$ cat config.mk
export PLATFORM = sky130hd
export DESIGN_NAME = dtc_ctrl
export DESIGN_NICKNAME = d
export VERILOG_FILES = /design/src/sv/dtc_pkg.sv /design/src/sv/dtc_ctrl.sv
export SDC_FILE = /design/constraint.sdc
export NUM_CORES = 1
export LEC_CHECK = 0
export BUFFER_PORTS_ARGS = -buffer_cell sky130_fd_sc_hd__buf_2
export CORE_AREA = 2 2 39 41
export CTS_CLUSTER_DIAMETER = 60
export DETAILED_ROUTE_END_ITERATION = 12
export DIE_AREA = 0 0 41 43
export PLACE_DENSITY = 0.48
export SKIP_CTS_REPAIR_TIMING = 1
export SLEW_MARGIN = 40
export SYNTH_ARGS = -nofsm -noshare
export SYNTH_HDL_FRONTEND = slang
export SYNTH_SLANG_ARGS = --single-unit
export TNS_END_PERCENT = 20
$ cat constraint.sdc
create_clock -name clk_i -period 1.9 [get_ports clk_i]
set_input_delay 0.38 -clock clk_i [delete_from_list [all_inputs] [get_ports clk_i]]
set_output_delay 0.38 -clock clk_i [all_outputs]
set_load 0.005 [all_outputs]
$ cat src/sv/dtc_pkg.sv
// ----------------------------------------------------------------------------
// dtc_pkg
// Types and constants shared by the decision tree classifier modules.
// ----------------------------------------------------------------------------
package dtc_pkg;

  localparam int NODES    = 256;
  localparam int FEATURES = 64;
  localparam int CLASSES  = 16;

  localparam int NODE_W  = $clog2(NODES);
  localparam int FEAT_W  = $clog2(FEATURES);
  localparam int CLASS_W = $clog2(CLASSES);
  localparam int HIST_W  = NODE_W + CLASS_W;

  localparam logic [16:0] PROB_ONE = 17'd65536;

  // configuration register indexes
  localparam logic [1:0] CFG_NUM_CLASSES = 2'd0;
  localparam logic [1:0] CFG_ROOT_NODE   = 2'd1;
  localparam logic [1:0] CFG_DEPTH_LIMIT = 2'd2;

  typedef enum logic [1:0] {
    MODE_NODE     = 2'd0,
    MODE_LEAF     = 2'd1,
    MODE_FEAT     = 2'd2,
    MODE_CLASSIFY = 2'd3
  } dtc_mode_e;

  typedef enum logic [2:0] {
    ST_IDLE,
    ST_NODE,
    ST_CMP,
    ST_EMIT,
    ST_ERR
  } dtc_state_e;

  typedef struct packed {
    logic [1:0]         mode;
    logic [7:0]         node_addr;
    logic [5:0]         split_feature;
    logic signed [31:0] split_threshold;
    logic               is_leaf;
    logic [7:0]         left_child;
    logic [7:0]         right_child;
    logic [5:0]         slot;
    logic signed [31:0] sample_value;
  } dtc_in_item_t;

  typedef struct packed {
    logic [3:0]  class_index;
    logic [16:0] probability;
    logic [7:0]  leaf_node;
    logic        status;
    logic        last;
  } dtc_out_item_t;

  // one node table entry, 55 bits
  typedef struct packed {
    logic [5:0]  feat;
    logic [31:0] thr;
    logic        leaf;
    logic [7:0]  left;
    logic [7:0]  right;
  } dtc_node_t;

  typedef struct packed {
    logic wr_node;
    logic wr_leaf;
    logic wr_feat;
    logic start_walk;
    logic take_step;
    logic emit_class;
    logic emit_error;
  } dtc_cmd_t;

  typedef struct packed {
    logic node_leaf;
    logic depth_hit;
    logic class_last;
    logic out_free;
  } dtc_stat_t;

endpackage

$ cat src/sv/dtc_ctrl.sv
// ----------------------------------------------------------------------------
// dtc_ctrl
// Sequencer: decodes input items, steps the tree walk and paces emission.
// ----------------------------------------------------------------------------
module dtc_ctrl
  import dtc_pkg::*;
(
  input  logic       clk_i,
  input  logic       rst_ni,
  input  logic       in_valid_i,
  input  logic [1:0] in_mode_i,
  output logic       in_ready_o,
  input  dtc_stat_t  stat_i,
  output dtc_cmd_t   cmd_o
);

  dtc_state_e state_q, state_d;

  always_ff @(posedge clk_i or negedge rst_ni) begin
    if (!rst_ni) begin
      state_q <= ST_IDLE;
    end else begin
      state_q <= state_d;
    end
  end

  always_comb begin
    state_d    = state_q;
    cmd_o      = '0;
    in_ready_o = 1'b0;
    unique case (state_q)
      ST_IDLE: begin
        in_ready_o = 1'b1;
        if (in_valid_i) begin
          unique case (dtc_mode_e'(in_mode_i))
            MODE_NODE: cmd_o.wr_node = 1'b1;
            MODE_LEAF: cmd_o.wr_leaf = 1'b1;
            MODE_FEAT: cmd_o.wr_feat = 1'b1;
            MODE_CLASSIFY: begin
              cmd_o.start_walk = 1'b1;
              state_d          = ST_NODE;
            end
          endcase
        end
      end
      ST_NODE: begin
        // node word is valid here; leaf test wins over the depth check
        if (stat_i.node_leaf) begin
          state_d = ST_EMIT;
        end else if (stat_i.depth_hit) begin
          state_d = ST_ERR;
        end else begin
          state_d = ST_CMP;
        end
      end
      ST_CMP: begin
        cmd_o.take_step = 1'b1;
        state_d         = ST_NODE;
      end
      ST_EMIT: begin
        if (stat_i.out_free) begin
          cmd_o.emit_class = 1'b1;
          if (stat_i.class_last) begin
            state_d = ST_IDLE;
          end
        end
      end
      ST_ERR: begin
        if (stat_i.out_free) begin
          cmd_o.emit_error = 1'b1;
          state_d          = ST_IDLE;
        end
      end
      default: state_d = ST_IDLE;
    endcase
  end

  a_start_on_accept: assert property (@(posedge clk_i) disable iff (!rst_ni)
    cmd_o.start_walk |-> (in_valid_i && in_ready_o))
    else $error("walk started without an accepted item");

  a_error_ends_walk: assert property (@(posedge clk_i) disable iff (!rst_ni)
    cmd_o.emit_error |=> (state_q == ST_IDLE))
    else $error("error result did not end the walk");

endmodule

# --- Yosys cells after proc, flatten, opt, wreduce, memory -nomap -nowiden ---
# Index checks and enable logic that the tools add are counted.
op_classes:
  eq_ne: 12
  muxes: 19
  reduce_logical: 3
ops:
  columns: ["cell", "n"]
  rows:
  - ["3-bit 2-to-1 mux", 7]
  - ["3-bit case mux with 5 select lines", 1]
  - ["1-bit 2-to-1 mux", 9]
  - ["4-bit 2-to-1 mux", 2]
  - ["2-bit != test (second input constant)", 4]
  - ["3-bit by 2-bit equality test with 1-bit output (second input constant)", 2]
  - ["5-bit AND reduction", 1]
  - ["2-bit equality test (second input constant)", 2]
  - ["3-bit by 1-bit equality test with 1-bit output (second input constant)", 1]
  - ["3-bit equality test (second input constant)", 1]
  - ["3-bit zero test", 1]
  - ["2-bit by 1-bit equality test with 1-bit output (second input constant)", 1]
  - ["2-bit zero test", 1]
  - ["2-bit by 1-bit != test with 1-bit output (second input constant)", 1]
totals:
  ff_bits: 3
  elab_cells: 35

# --- Longest topological paths before layout ---
depth:
  depth_word: 4
  mapped_depth: 3

# --- Worst setup path before layout ---
# OpenSTA, ideal clock, no wires.
synth_path:
  path_kind: "register -> output"
  startpoint: "reg state_q[1]"
  endpoint: "out cmd_o[5] (netlist name)"
  arrival_ns: 1.236
  required_time_ns: 1.520
  path_slack_ns: 0.284
  path_stages_with_launch: 4
  n_path_buf: 1
  path_cell_list: "dfrtp_1 > buf_6 > or4b_4 > nor3b_2"
synth_rtl:
  columns: ["item", "line_no", "text"]
  rows:
  - ["start, declared", "dtc_ctrl.sv:17", "dtc_state_e state_q, state_d;"]
  - ["start signal, assigned", "dtc_ctrl.sv:23", "state_q <= state_d;"]
  - ["end, declared", "dtc_ctrl.sv:14", "output dtc_cmd_t cmd_o"]

==> summary.md <==
| Metric | Value |
|---|---|
| DRT antenna net count | `0` |
| Core Area | `1380 sq um` |
| Critical R2R Launch | `state_q[0]` |
| I/O pin cnt | `17` |
| Syn avg cell area | `around 9.5 sq um` |
| Synth Net Count | `36` |
| Seq cells post-synth | `3` |
| Vias in the first global route | `about 250` |
| Power Density | `roughly 1100 nW/um^2` |
| Setup Crit Path Kind | `reg -> out` |
| Finish-stage setup viols | `0` |
| Worst IR drop on VDD | `277 uV` |
| Cell taking the most area after synthesis | `dfrtp_1` |
| R2r setup slk | `slightly above 0.7 ns` |
| Slew Limit Fails | `0` |
| Via count | `between 200 and 300` |
| Post-Syn Instances | `27` |
| Worst hold stages | `3` |
| Reg with most FFs | `state_q` |
| Area share of the largest cell type after synthesis | `29.3%` |
| GRT Total Usage | `8.17%` |
| WHS | `~0.43 ns` |
| NumNets Final | `58` |
| Detailed Place HPWL | `about 460 um` |
| Top Registers | `state_q (3)` |
| RSZ-0062 raised after global routing | `yes` |
| Fin. Hold Viols | `0` |
| Pin count of the biggest net entering global routing | `11` |
| Clock skew | `~0.0017 ns` |
| Most common cell after layout, fill and taps aside | `buf_2` |
| Design area | `402 sq um` |
| CP required | `about 1.5 ns` |
| Max-slew headroom | `79.1%` |
| Die Y | `around 43 um` |
| Ys Warns | `0` |
| Final RePlAce weighted congestion | `between 0.6 and 0.7` |
| Initial antenna violation count | `0` |
| Detailed Route WL | `between 600 and 700 um` |
| Register area | `roughly 76 sq um` |
| Layout cells sized above 1 | `a little over three fifths` |
| Critical path fanouts, max | `4` |
| F_max | `about 540 MHz` |
| LEAKAGE | `0.195 nW` |
| Num CTS Buffers | `3` |
| Area of the multi-input gates | `approximately 170 sq um` |
| Hold-critical path endpoint | `state_q[2]` |
| Area grow syn2layout | `56.6%` |
| Worst Hold Class | `in -> reg` |
| Fill cells | `159` |
| Row cnt | `14` |
| Drt drc | `0` |
| Worst R2R End | `state_q[2]` |
| DIE WIDTH | `41 um` |
| Sink Count | `3` |
| Die Area | `1760 sq um` |
| WP data arrival | `between 1 and 1.5 ns` |
| Worst-Margin Slew | `just over 0.3 ns` |
| Min-delay src | `stat_i[2]` |
| Min cycle time layout | `around 1.9 ns` |
| Post-synthesis sequential area ratio | `29.3%` |
| Routed len/inst | `9.50 um` |
| Vias per std cell | `about 4.5` |
| Max FFs per register | `3` |
| Gr ovfl total | `0` |
| Power Total | `between 0.4 and 0.5 mW` |
| Outcome | `completed` |
| Crit path capture type | `output port` |
| CP Launch Type | `flop` |
| CTS tree | `done` |
| Syn Std Cell Area | `between 200 and 300 sq um` |
| Most frequent cells in the layout | `16 x buf_2, 3 x a21oi_1, 3 x clkbuf_4, 3 x buf_4` |
| Netlist cell types | `18` |
| Skew-Pair Late Insertion Delay | `0.23 ns` |
| Clk pin slew, worst setup/hold paths | `around 0.040 ns` |
| Clk buf depth | `2` |
| Leading post-synthesis cells by cell area | `dfrtp_1 29%, nor3b_2 9.8%, a21oi_1 5.9%` |
| CTS H-tree depth | `1` |
| Initial Utilization | `between 15 and 20%` |
| 1st-pass router iterations | `4` |
| MaxCap Viol Count | `0` |
| Number of DRC markers in iteration 0 | `7` |
| First-pass GRT wire length | `952 um` |
| Antenna diodes | `0` |
| CTS root buf | `clkbuf_4` |
| Placement Cell Area | `about 350 sq um` |
| # port buffers | `16` |
| Reg2Reg Depth | `3` |
| Final Cycle Share | `between 90% and 100%` |
## cells in the mapped netlist, drive strengths merged
| cell type | n |
|---|---|
| or4b | 1 |
| and4b | 1 |
| dfrtp | 3 |
| nor3b | 4 |
| nand2 | 2 |
| nor2 | 1 |
| clkbuf | 2 |
| nor3 | 3 |
| and3 | 1 |
| buf | 1 |
| a41o | 1 |
| a21oi | 3 |
| nand4bb | 1 |
| nor4b | 1 |
| or3b | 1 |
| nand4b | 1 |
## cells by family (layout without fill, tap and decap cells)
kind of cell | Yosys count | count (layout) | share of synthesized area (%)
simple gates | 17 | 17 | 52.7
compound gates | 4 | 4 | 10.2
flops | 3 | 3 | 29.3
buf+inv | 3 | 24 | 7.80
## layer usage
layer | up-vias | wire (um) | global-route usage [%]
met5 | - | 0 | 0
met4 | 0 | 16 | 8.00
met3 | 2 | 39 | 0
met2 | 12 | 273 | 10.9
met1 | 131 | 279 | 11.1
li1 | 145 | - | -
## cell type report
| cell class | instances | share of cell area [%] |
|---|---|---|
| Tap cell | 16 | 4.98 |
| Multi-Input combinational cell | 21 | 41.4 |
| Timing Repair Buffer | 20 | 28.0 |
| Sequential cell | 3 | 19.0 |
| Clock buffer | 4 | 6.54 |
## worst max-delay path, stage by stage (launching register included)
cell and delay, ns:
dfrtp_2 0.39, or4b_4 0.57, nor3b_2 0.16, buf_2 0.13
## per-stage QoR
step / TNS [ns] / util, % / cells / setup slack (ns)
finish: 0 / 29.0 / 64 / 0.0402
global route: -0.00659 / 29.0 / 64 / -0.00659
CTS: -0.0244 / 27.3 / 62 / -0.0153
detailed placement: 0 / 25.4 / 58 / 0.233
global placement: 0 / 25.4 / 58 / 0.243
floorplan: 0 / - / 27 / 0.284
## power breakdown
group / leakage, nW / internal, mW / total (mW) / switching [mW]
combinational: 0.144 / 0.121 / 0.233 / 0.111
sequential: 0.0367 / 0.0900 / 0.102 / 0.0121
clock: 0.0150 / 0.0786 / 0.111 / 0.0321
## how the worst max path moves through the flow
stage	from	endpoint	slack [ns]
final	state_q[2]	cmd_o[4]	0.04
after CTS	state_q[2]	cmd_o[5]	-0.02
after global routing	state_q[2]	cmd_o[5]	-0.007
after global placement	state_q[2]	cmd_o[5]	0.24
after detailed placement	state_q[2]	cmd_o[5]	0.23
after floorplan	state_q[1]	cmd_o[5]	0.28
(Power assumes the default switching activity.)
